**src/rtl/rtu_fc_pkg.sv**
```systemverilog
// Shared types, constants and the CRC-16 byte step for the RTU frame checker.
// Used by every module in rtl/; depends on nothing else.
package rtu_fc_pkg;

    localparam int unsigned BUF_DEPTH_DEFAULT = 256;

    localparam logic [15:0] CRC_INIT     = 16'hFFFF;
    localparam logic [15:0] CRC_POLY     = 16'hA001;
    localparam logic [7:0]  FC_EXC_FLAG  = 8'h80;
    localparam logic [7:0]  EXC_ILLEGAL  = 8'h01;
    localparam logic [7:0]  DEV_ADDR_RST = 8'h01;

    // configuration register indexes
    localparam logic [7:0] REG_DEVICE_ADDRESS = 8'd0;
    localparam logic [7:0] REG_FUNCTION_MASK  = 8'd1;

    // input kinds carried on s_tuser
    localparam logic CMD_BYTE = 1'b0;
    localparam logic CMD_GAP  = 1'b1;

    typedef enum logic [2:0] {
        ST_OK      = 3'd0,
        ST_CRC     = 3'd1,
        ST_ADDR    = 3'd2,
        ST_OVF     = 3'd3,
        ST_ILLEGAL = 3'd4
    } status_t;

    // outcome of one finished frame, handed to the reply stage
    typedef struct packed {
        status_t    status;
        logic [8:0] frame_length;
        logic [7:0] function_code;
    } frame_res_t;

    // reflected CRC-16 over one byte; unrolls to an XOR network
    function automatic logic [15:0] crc_feed(input logic [15:0] crc, input logic [7:0] b);
        logic [15:0] c;
        c = crc ^ {8'h00, b};
        for (int k = 0; k < 8; k++) begin
            if (c[0]) begin
                c = (c >> 1) ^ CRC_POLY;
            end else begin
                c = c >> 1;
            end
        end
        return c;
    endfunction

endpackage

```
**src/rtl/rtu_fc_frame.sv**
```systemverilog
// Frame accumulator: byte count, address/function capture, delayed CRC-16,
// and the frame-end checks. Depends on rtu_fc_pkg.
module rtu_fc_frame #(
    parameter int unsigned BUF_DEPTH = rtu_fc_pkg::BUF_DEPTH_DEFAULT
) (
    input  logic                    aclk,
    input  logic                    aresetn,
    input  logic                    in_fire,
    input  logic                    in_cmd,
    input  logic [7:0]              in_byte,
    input  logic [7:0]              device_address,
    input  logic [63:0]             function_mask,
    output logic                    end_fire,
    output rtu_fc_pkg::frame_res_t  frame_res
);

    logic        receiving_reg, receiving_next;
    logic [8:0]  count_reg, count_next;
    logic        ovf_reg, ovf_next;
    logic [15:0] crc_reg, crc_next;
    logic [7:0]  rb0_reg, rb0_next;
    logic [7:0]  rb1_reg, rb1_next;
    logic [7:0]  addr_reg, addr_next;
    logic [7:0]  fc_reg, fc_next;

    logic        full;
    logic        fc_supported;
    logic [15:0] got_crc;

    assign full         = (count_reg >= 9'(BUF_DEPTH));
    assign got_crc      = {rb1_reg, rb0_reg};
    assign fc_supported = (fc_reg[7:6] == 2'b00) && function_mask[fc_reg[5:0]];
    assign end_fire     = in_fire && (in_cmd == rtu_fc_pkg::CMD_GAP) && receiving_reg;

    always_comb begin
        frame_res.frame_length  = count_reg;
        frame_res.function_code = fc_reg;
        if (ovf_reg) begin
            frame_res.status = rtu_fc_pkg::ST_OVF;
        end else if (addr_reg != device_address) begin
            frame_res.status = rtu_fc_pkg::ST_ADDR;
        end else if (count_reg < 9'd3 || got_crc != crc_reg) begin
            frame_res.status = rtu_fc_pkg::ST_CRC;
        end else if (fc_supported) begin
            frame_res.status = rtu_fc_pkg::ST_OK;
        end else begin
            frame_res.status = rtu_fc_pkg::ST_ILLEGAL;
        end
    end

    always_comb begin
        receiving_next = receiving_reg;
        count_next     = count_reg;
        ovf_next       = ovf_reg;
        crc_next       = crc_reg;
        rb0_next       = rb0_reg;
        rb1_next       = rb1_reg;
        addr_next      = addr_reg;
        fc_next        = fc_reg;
        if (in_fire && in_cmd == rtu_fc_pkg::CMD_BYTE) begin
            receiving_next = 1'b1;
            if (full) begin
                ovf_next = 1'b1;
            end else begin
                // CRC trails the input by two bytes so the received CRC stays out
                if (count_reg >= 9'd2) begin
                    crc_next = rtu_fc_pkg::crc_feed(crc_reg, rb0_reg);
                end
                rb0_next = rb1_reg;
                rb1_next = in_byte;
                if (count_reg == 9'd0) begin
                    addr_next = in_byte;
                end else if (count_reg == 9'd1) begin
                    fc_next = in_byte;
                end
                count_next = count_reg + 9'd1;
            end
        end else if (in_fire) begin
            receiving_next = 1'b0;
            count_next     = '0;
            ovf_next       = 1'b0;
            crc_next       = rtu_fc_pkg::CRC_INIT;
            rb0_next       = '0;
            rb1_next       = '0;
            addr_next      = '0;
            fc_next        = '0;
        end
    end

    always_ff @(posedge aclk) begin
        if (!aresetn) begin
            receiving_reg <= 1'b0;
            count_reg     <= '0;
            ovf_reg       <= 1'b0;
            crc_reg       <= rtu_fc_pkg::CRC_INIT;
            rb0_reg       <= '0;
            rb1_reg       <= '0;
            addr_reg      <= '0;
            fc_reg        <= '0;
        end else begin
            receiving_reg <= receiving_next;
            count_reg     <= count_next;
            ovf_reg       <= ovf_next;
            crc_reg       <= crc_next;
            rb0_reg       <= rb0_next;
            rb1_reg       <= rb1_next;
            addr_reg      <= addr_next;
            fc_reg        <= fc_next;
        end
    end

endmodule

```
**src/rtl/rtu_fc_reply.sv**
```systemverilog
// Result register and reply sequencer: one result for a normal outcome,
// five for an exception reply whose CRC is built one byte per beat.
// Depends on rtu_fc_pkg.
module rtu_fc_reply (
    input  logic                    aclk,
    input  logic                    aresetn,
    input  logic                    load,
    input  rtu_fc_pkg::frame_res_t  frame_res,
    input  logic [7:0]              device_address,
    input  logic                    out_ready,
    output logic                    out_valid,
    output logic                    out_last,
    output rtu_fc_pkg::status_t     out_status,
    output logic [8:0]              out_length,
    output logic [7:0]              out_fc,
    output logic                    out_tx_valid,
    output logic [7:0]              out_tx_byte
);

    logic                busy_reg, busy_next;
    logic [2:0]          idx_reg, idx_next;
    rtu_fc_pkg::status_t st_reg, st_next;
    logic [8:0]          len_reg, len_next;
    logic [7:0]          fc_reg, fc_next;
    logic [7:0]          addr_reg, addr_next;
    logic [15:0]         crc_reg, crc_next;

    logic exc;
    logic beat;

    assign exc          = (st_reg == rtu_fc_pkg::ST_ILLEGAL);
    assign out_valid    = busy_reg;
    assign out_status   = st_reg;
    assign out_length   = len_reg;
    assign out_fc       = fc_reg;
    assign out_tx_valid = exc;
    assign out_last     = !exc || (idx_reg == 3'd4);
    assign beat         = busy_reg && out_ready;

    always_comb begin
        out_tx_byte = '0;
        if (exc) begin
            case (idx_reg)
                3'd0:    out_tx_byte = addr_reg;
                3'd1:    out_tx_byte = fc_reg | rtu_fc_pkg::FC_EXC_FLAG;
                3'd2:    out_tx_byte = rtu_fc_pkg::EXC_ILLEGAL;
                3'd3:    out_tx_byte = crc_reg[7:0];
                3'd4:    out_tx_byte = crc_reg[15:8];
                default: out_tx_byte = '0;
            endcase
        end
    end

    always_comb begin
        busy_next = busy_reg;
        idx_next  = idx_reg;
        st_next   = st_reg;
        len_next  = len_reg;
        fc_next   = fc_reg;
        addr_next = addr_reg;
        crc_next  = crc_reg;
        if (load) begin
            busy_next = 1'b1;
            idx_next  = '0;
            st_next   = frame_res.status;
            len_next  = frame_res.frame_length;
            fc_next   = frame_res.function_code;
            addr_next = device_address;
            crc_next  = rtu_fc_pkg::CRC_INIT;
        end else if (beat) begin
            if (out_last) begin
                busy_next = 1'b0;
            end else begin
                idx_next = idx_reg + 3'd1;
                // reply CRC covers the three header bytes
                if (idx_reg < 3'd3) begin
                    crc_next = rtu_fc_pkg::crc_feed(crc_reg, out_tx_byte);
                end
            end
        end
    end

    always_ff @(posedge aclk) begin
        if (!aresetn) begin
            busy_reg <= 1'b0;
            idx_reg  <= '0;
            st_reg   <= rtu_fc_pkg::ST_OK;
        end else begin
            busy_reg <= busy_next;
            idx_reg  <= idx_next;
            st_reg   <= st_next;
        end
    end

    always_ff @(posedge aclk) begin
        len_reg  <= len_next;
        fc_reg   <= fc_next;
        addr_reg <= addr_next;
        crc_reg  <= crc_next;
    end

endmodule

```
**src/rtl/rtu_frame_checker_top.sv**
```systemverilog
// Latency: a frame-gap request that ends a frame yields its first result on the next cycle.
// Throughput: one request per cycle; after a frame end s_tready stays low while a non-last
// result is pending (as during an exception reply) or the pending result is stalled.
// Reset: aresetn is synchronous, active low; clears frame state, sets device
// address to 1 and the function mask to 0. No clearing pass.
module rtu_frame_checker_top #(
    parameter int unsigned BUF_DEPTH = rtu_fc_pkg::BUF_DEPTH_DEFAULT
) (
    input  logic        aclk,
    input  logic        aresetn,
    input  logic        cfg_wr_en,
    input  logic [7:0]  cfg_index,
    input  logic [63:0] cfg_wdata,
    input  logic        s_tvalid,
    output logic        s_tready,
    input  logic [7:0]  s_tdata,   // [7:0] rx_byte
    input  logic        s_tuser,   // [0] command
    output logic        m_tvalid,
    input  logic        m_tready,
    output logic [31:0] m_tdata,   // [2:0] status, [11:3] frame_length,
                                   // [19:12] function_code, [27:20] tx_byte
    output logic        m_tuser,   // [0] tx_valid
    output logic        m_tlast
);

    logic [7:0]  dev_addr_reg;
    logic [63:0] fmask_reg;

    logic                   in_fire;
    logic                   end_fire;
    rtu_fc_pkg::frame_res_t frame_res;
    rtu_fc_pkg::status_t    out_status;
    logic [8:0]             out_length;
    logic [7:0]             out_fc;
    logic [7:0]             out_tx_byte;

    always_ff @(posedge aclk) begin
        if (!aresetn) begin
            dev_addr_reg <= rtu_fc_pkg::DEV_ADDR_RST;
            fmask_reg    <= '0;
        end else if (cfg_wr_en) begin
            if (cfg_index == rtu_fc_pkg::REG_DEVICE_ADDRESS) begin
                dev_addr_reg <= cfg_wdata[7:0];
            end else if (cfg_index == rtu_fc_pkg::REG_FUNCTION_MASK) begin
                fmask_reg <= cfg_wdata;
            end
        end
    end

    // free, or the final pending result leaves this cycle
    assign s_tready = !m_tvalid || (m_tready && m_tlast);
    assign in_fire  = s_tvalid && s_tready;

    rtu_fc_frame #(
        .BUF_DEPTH(BUF_DEPTH)
    ) u_frame (
        .aclk           (aclk),
        .aresetn        (aresetn),
        .in_fire        (in_fire),
        .in_cmd         (s_tuser),
        .in_byte        (s_tdata),
        .device_address (dev_addr_reg),
        .function_mask  (fmask_reg),
        .end_fire       (end_fire),
        .frame_res      (frame_res)
    );

    rtu_fc_reply u_reply (
        .aclk           (aclk),
        .aresetn        (aresetn),
        .load           (end_fire),
        .frame_res      (frame_res),
        .device_address (dev_addr_reg),
        .out_ready      (m_tready),
        .out_valid      (m_tvalid),
        .out_last       (m_tlast),
        .out_status     (out_status),
        .out_length     (out_length),
        .out_fc         (out_fc),
        .out_tx_valid   (m_tuser),
        .out_tx_byte    (out_tx_byte)
    );

    assign m_tdata = {4'h0, out_tx_byte, out_fc, out_length, out_status};

`ifndef SYNTHESIS
    // reply bytes appear only with the illegal-function status
    a_txv_status: assert property (@(posedge aclk) disable iff (!aresetn)
        m_tvalid && m_tuser |-> m_tdata[2:0] == rtu_fc_pkg::ST_ILLEGAL)
        else $error("reply byte without illegal-function status");

    // a normal outcome is a single result
    a_single: assert property (@(posedge aclk) disable iff (!aresetn)
        m_tvalid && !m_tuser |-> m_tlast)
        else $error("normal outcome not marked last");

    // after the last result drains with no new frame end, output goes idle
    a_drain: assert property (@(posedge aclk) disable iff (!aresetn)
        m_tvalid && m_tready && m_tlast && !end_fire |=> !m_tvalid)
        else $error("result repeated after last beat");

    // a frame end always produces a result next cycle
    a_end: assert property (@(posedge aclk) disable iff (!aresetn)
        end_fire |=> m_tvalid)
        else $error("frame end lost");
`endif

endmodule
```
**config.mk**
```make
export PLATFORM = sky130hd
export DESIGN_NAME = rtu_frame_checker_top
export DESIGN_NICKNAME = d
export VERILOG_FILES = /design/src/rtl/rtu_fc_pkg.sv /design/src/rtl/rtu_fc_frame.sv /design/src/rtl/rtu_fc_reply.sv /design/src/rtl/rtu_frame_checker_top.sv
export SDC_FILE = /design/constraint.sdc
export NUM_CORES = 1
export LEC_CHECK = 0
export ABC_AREA = 1
export BUFFER_PORTS_ARGS = -buffer_cell sky130_fd_sc_hd__buf_2
export CORE_AREA = 2 2 139 141
export CTS_CLUSTER_SIZE = 16
export DETAILED_ROUTE_END_ITERATION = 10
export DIE_AREA = 0 0 141 143
export PLACE_DENSITY = 0.63
export SLEW_MARGIN = 10
export SYNTH_ARGS = -nofsm -noshare
export SYNTH_HDL_FRONTEND = slang
export SYNTH_SLANG_ARGS = --single-unit
```
**constraint.sdc**
```tcl
create_clock -name aclk -period 3.4 [get_ports aclk]
set_clock_uncertainty 0.15 [all_clocks]
set_input_delay 0.68 -clock aclk [delete_from_list [all_inputs] [get_ports aclk]]
set_output_delay 0.68 -clock aclk [all_outputs]
set_load 0.05 [all_outputs]
```
Word level (Yosys, flattened, before mapping)
Index checks and enable logic that the tools add are counted.
{ "word_totals": {"register_bits": 179, "latchBits": 0, "ram_bits": 0, "mem_bits_ro": 0, "output_inout_bits": 36, "wordCells": 190, "mem_count": 0} }
{ "op_classes": {"addsub": 2, "mul": 0, "div": 0, "order_cmp": 5, "n_eq_ne": 15, "n_shift": 0, "muxes": 99, "bitwise": 22, "reduce_logical": 30} }
{ "ops": {"columns": ["operator", "count"], "rows": [
  ["$mux W16", 69],
  ["$mux W8", 13],
  ["$not A2 Y3", 16],
  ["$pmux W8 S5", 1],
  ["$xor A16 B8 Y16", 2],
  ["$mux W9", 3],
  ["$ne A16 B16 Y1", 1],
  ["$mux W3", 4],
  ["$reduce_and A3 Y1", 4],
  ["$ne A2 B2 Y1 const B", 5],
  ["$reduce_and A2 Y1", 5],
  ["$add A9 B1 Y9 const B", 1],
  ["$eq A9 B1 Y1 const B", 1],
  ["$ge A9 B2 Y1 const B", 1],
  ["$ge A9 B9 Y1 const B", 1],
  ["$logic_not A9 Y1", 1],
  ["$lt A9 B2 Y1 const B", 1],
  ["$eq A8 B1 Y1 const B", 1],
  ["$logic_not A8 Y1", 1],
  ["$mux W1", 8],
  ["$ne A8 B8 Y1", 1],
  ["$logic_and A1 B1 Y1", 7],
  ["$lt A6 B7 Y1 const B", 1],
  ["$bmux W1 S6", 1],
  ["14 further kinds", 24]
]} }

Depth between registers and ports, before layout
{ "depth": {"depth_word": 48, "ltp_mapped": 22, "ltp_nobuf": 19} }

Hierarchy
Synthesis repeated with hierarchy kept, for this count alone.
{ "unflattened": {"cells_unflattened": 1304, "area_unflattened_um2": 9502.9} }
{ "by_module_without_submodules": {"columns": ["mod", "n_inst", "cells_per_inst", "area_per_inst_um2", "seq_area_each_um2"], "rows": [
  ["rtu_fc_frame", 1, 539, 3624.7, 1181.1],
  ["rtu_frame_checker_top", 1, 483, 3320.7, 1441.4],
  ["rtu_fc_reply", 1, 282, 2557.5, 1211.2]
]} }

Worst setup path before layout
No wires, ideal clock.
{ "synth_path": {"path_kind": "reg-to-reg", "from": "reg u_reply.idx_reg[2]", "to": "reg u_reply.crc_reg[0]", "arrival_time_ns": 2.701, "required_ns": 3.134, "setup_slack_ns": 0.433, "path_stages_with_launch": 21, "n_path_buf": 3, "cell_sequence": "dfxtp_1 -> buf_6 -> inv_4 -> buf_6 -> ha_1 -> clkbuf_1 -> nand2_1 -> o21ai_0 -> nor2_1 -> nor2_1 -> nand2_1 -> nand2_1 -> nand3_1 -> nand2_1 -> inv_1 -> nand2_1 -> nand3_1 -> nand2_1 -> nand2_1 -> nand3_1 -> nand2_1"} }
{ "synth_via": {"elab_chain_len": 41, "elab_cells_between_ends": 60, "classes_between": "order compare: 1; eq/ne: 4; mux: 38; bitwise: 9; reduce/logical: 8"} }
{ "synth_rtl": {"columns": ["item", "line_no", "source"], "rows": [
  ["start, declared", "rtu_fc_reply.sv:21", "logic [2:0] idx_reg, idx_next;"],
  ["start signal, assigned", "rtu_fc_reply.sv:90", "idx_reg <= idx_next;"],
  ["$eq A3 B3 Y1 (tied with other cells)", "rtu_fc_reply.sv:43", "case (idx_reg)"],
  ["$pmux W8 S5 (*)", "rtu_fc_reply.sv:43", null],
  ["$mux W8 (*)", "rtu_fc_reply.sv:42", "if (exc) begin"],
  ["net m_tdata[26]", "rtu_frame_checker_top.sv:20", "output logic [31:0] m_tdata,"],
  ["$xor A16 B8 Y16 (*)", "rtu_fc_pkg.sv:39", "c = crc ^ {8'h00, b};"],
  ["$mux W16 (*)", "rtu_fc_pkg.sv:41", "if (c[0]) begin"],
  ["$mux W16 (*)", "rtu_fc_reply.sv:76", "if (idx_reg < 3'd3) begin"],
  ["$mux W16 (*)", "rtu_fc_reply.sv:71", "if (out_last) begin"],
  ["(+26 left out)", null, null],
  ["$mux W16 (*)", "rtu_fc_reply.sv:70", "end else if (beat) begin"],
  ["$mux W16 (*)", "rtu_fc_reply.sv:62", "if (load) begin"],
  ["$mux W16 (*)", "rtu_fc_pkg.sv:41", null],
  ["$mux W16 (*)", "rtu_fc_reply.sv:76", null],
  ["$mux W16 (*)", "rtu_fc_reply.sv:71", null],
  ["$mux W16 (*)", "rtu_fc_reply.sv:70", null],
  ["$mux W16 (*)", "rtu_fc_reply.sv:62", null],
  ["$mux W16 (*)", "rtu_fc_pkg.sv:41", null],
  ["end signal, assigned", "rtu_fc_reply.sv:99", "crc_reg <= crc_next;"],
  ["end, declared", "rtu_fc_reply.sv:26", "logic [15:0] crc_reg, crc_next;"]
]} }
Mark *: on every way through the listed nets, which the timed path passes. The rest lies on a longest branch. The select of a mux whose other input is x is not followed.
A chain may end at the register's enable or synchronous reset.

Worst setup path in the final report
{ "layout_path": {"from": "reg u_reply.idx_reg[0]", "to": "out m_tdata[27]"} }
{ "layout_via": {"elab_chain_len": 3, "elab_cells_between_ends": 7, "classes_between": "eq/ne: 4; mux: 2; reduce/logical: 1"} }
{ "layout_rtl": {"columns": ["item", "line_no"], "rows": [
  ["$eq A3 B3 Y1 (tied with other cells)", "rtu_fc_reply.sv:43"],
  ["$pmux W8 S5 (*)", "rtu_fc_reply.sv:43"],
  ["$mux W8 (*)", "rtu_fc_reply.sv:42"],
  ["end, declared", "rtu_frame_checker_top.sv:20"]
]} }
Mark *: on every way between the ends. The rest lies on a longest branch, timed or not.

==> metrics <==
Most common cell on crit path inv_1; Max-Cap Viols 0; crit path DAT 2.24 ns; Crit Path Max Fanout 13; commonest non-fill, non-tap cells in the layout nor2_1 (207), nand2_1 (169), dfxtp_1 (154); num ports 122; vias per cell 5.175; Most used DFF post-synth dfxtp_1; Post-synth EDFFs 25; Setup crit end kind primary output; pin count of the biggest net entering global routing 55; TritonCTS clock tree yes; CTS root buf clkbuf_16; Final Hold Viols 0; share of layout cells above drive strength 1 between 15 and 20%; Ant. Diodes 0; pwr dens 479.5 nW/um^2; post-DP HPWL around 15 mm; DIE WIDTH 141 microns; Slowest-stage cell, CP dfxtp_1; CP Class reg -> out; number of port buffers 117; Final Cell Area 9624 sq um; TNS Setup 0 ns; Die Y-Extent around 140 microns; Layout Nets 1300; Initial Util 44.70%; fin crit period 3.074 ns; initial antenna violation count 0; first-pass GRT wire length approximately 34 mm; crit path setup slack, layout 0.3264 ns; H-Tree Depth 4; sequential area share after synthesis about 46%; Num CTS Buffers 17; Sink Count 179; crit path launch type flip-flop; remaining global-route overflow 0; RSZ-0062 raised after global routing false; fin crit share 90.40%; routed len/inst ~14 microns; clk buf depth 2; DP Area roughly 9100 sq um; Area growth syn-to-layout 15.88%; Pre-Repair DR Iteration Count 5; Max Freq 325.4 MHz; Leakage 4.184 nW; Total Power about 4.6 mW; Post-CTS Hold Buffers 0; Max-Slew Margin vs Limit between 40% and 50%; Reg clk slew, reported paths approximately 0.07 ns; post-place setup slack 0.4799 ns; vias in the first global route 6883; synth unique cells 41; outcome finished, final reports clean; commonest non-fill, non-tap cell in the layout nor2_1; # setup viols final 0; sequence of cells on the critical path inv_1 > ha_2 > nand2_1 > o21ai_0 > a211oi_1 > or2_2 > inv_1 > buf_2; Yosys reg bits 179; Detailed Route WL ~21 mm; share of flip-flops with an asynchronous set or reset 0%; number of flip-flops in the largest register 64; Max Slew Vio Count 0; WP data required 2.57 ns; worst hold path type reg -> reg; Finished Core Util 51.80%; total core area about 19000 sq um; slowest stage delay, CP 0.35 ns; crit path buf inv count 3; maximum vdd drop 0.4076 mV; DRC violations left 0; Mapped Area 8305 sq um; vias 7498; routability congestion estimate 0.8520; Clk Latency, worst-skew pair 0.43 ns; synth warn 0; worst slew pin tran 0.7537 ns; Overall Global Routing Usage 21.39%; mean post-synth cell area 7.523 sq um; Post-DRT Antenna Nets 0; die area 20160 sq um; initial DRC count 553; Mapped Cells approximately 1100; Crit path max-delay family simple AND/OR/NAND/NOR gates; Cell Rows 50
==> power breakdown <==
group | total, mW | leakage [nW] | internal, mW | switching (mW)
clock network | 1.84 | 0.270 | 0.955 | 0.887
logic | 0.521 | 2.43 | 0.190 | 0.331
registers | 2.25 | 1.48 | 2.20 | 0.0539
==> worst paths after layout <==
check | start | cells after the start | slack [ns] | end
setup / recovery | u_reply.idx_reg[0] | 8 | 0.33 | m_tdata[27]
hold / removal | dev_addr_reg[0] | 0 | 0.30 | u_reply.addr_reg[0]
setup reg to reg | u_reply.idx_reg[0] | 14 | 0.61 | u_reply.out_valid
hold reg to reg | dev_addr_reg[0] | 0 | 0.30 | u_reply.addr_reg[0]
==> cells in the mapped netlist, types with 12 or more instances <==
| cell type | n | area, sq um |
|---|---|---|
| buf_2 | 16 | 80.08 |
| inv_1 | 70 | 262.8 |
| nand3_1 | 75 | 375.4 |
| a21oi_1 | 62 | 310.3 |
| xnor2_1 | 20 | 175.2 |
| dfxtp_1 | 154 | 3083 |
| ha_1 | 12 | 150.1 |
| nor2_1 | 208 | 780.8 |
| o21ai_0 | 147 | 735.7 |
| edfxtp_1 | 25 | 750.7 |
| clkbuf_1 | 36 | 135.1 |
| o211ai_1 | 17 | 127.6 |
| nand2_1 | 169 | 634.4 |
==> metal layers <==
metal	vias to the layer above	share of wire, %	GRT usage, %
met5	-	0	0
met4	0	1.8	7.105
met3	25	4.4	3.689
met2	168	47	35.40
met1	3450	47	28.54
li1	3855	-	-
==> final cells by class <==
| cell class | count | area [sq um] |
|---|---|---|
| fillers | 1829 | 8956 |
| multi-input cells | 791 | 3908 |
| flip-flops and latches | 179 | 3834 |
| repair buffers | 136 | 740.7 |
| clock buffers | 17 | 425.4 |
| inverters | 77 | 299.0 |
| well taps | 234 | 292.8 |
| clock inverters | 15 | 125.1 |
==> kinds of logic after synthesis <==
logic type	count (synthesis)	share of synthesized area (%)
buffers and inverters	137	7.050
other	1	0.04515
xor gates and xnor gates	29	3.058
and+or+nand+nor	487	24.81
adders and majority gates	12	1.808
DFF	179	46.16
AOI/OAI and AO/OA	259	17.07
==> stage by stage <==
| stage | instances | hold slack, ns |
|---|---|---|
| final | 1449 | 0.2956 |
| after global routing | 1449 | 0.3104 |
| after CTS | 1449 | 0.2971 |
| after detailed placement | 1417 | 0.2806 |
| after global placement | 1417 | 0.2674 |
| after floorplan | 1107 | 0.2564 |
==> repair_timing <==
action                     CTS  global route
setup buffers                0             0
resized for setup            0             1
setup endpoints to repair    0             1
Note: power is estimated with default switching activity, not from simulation.
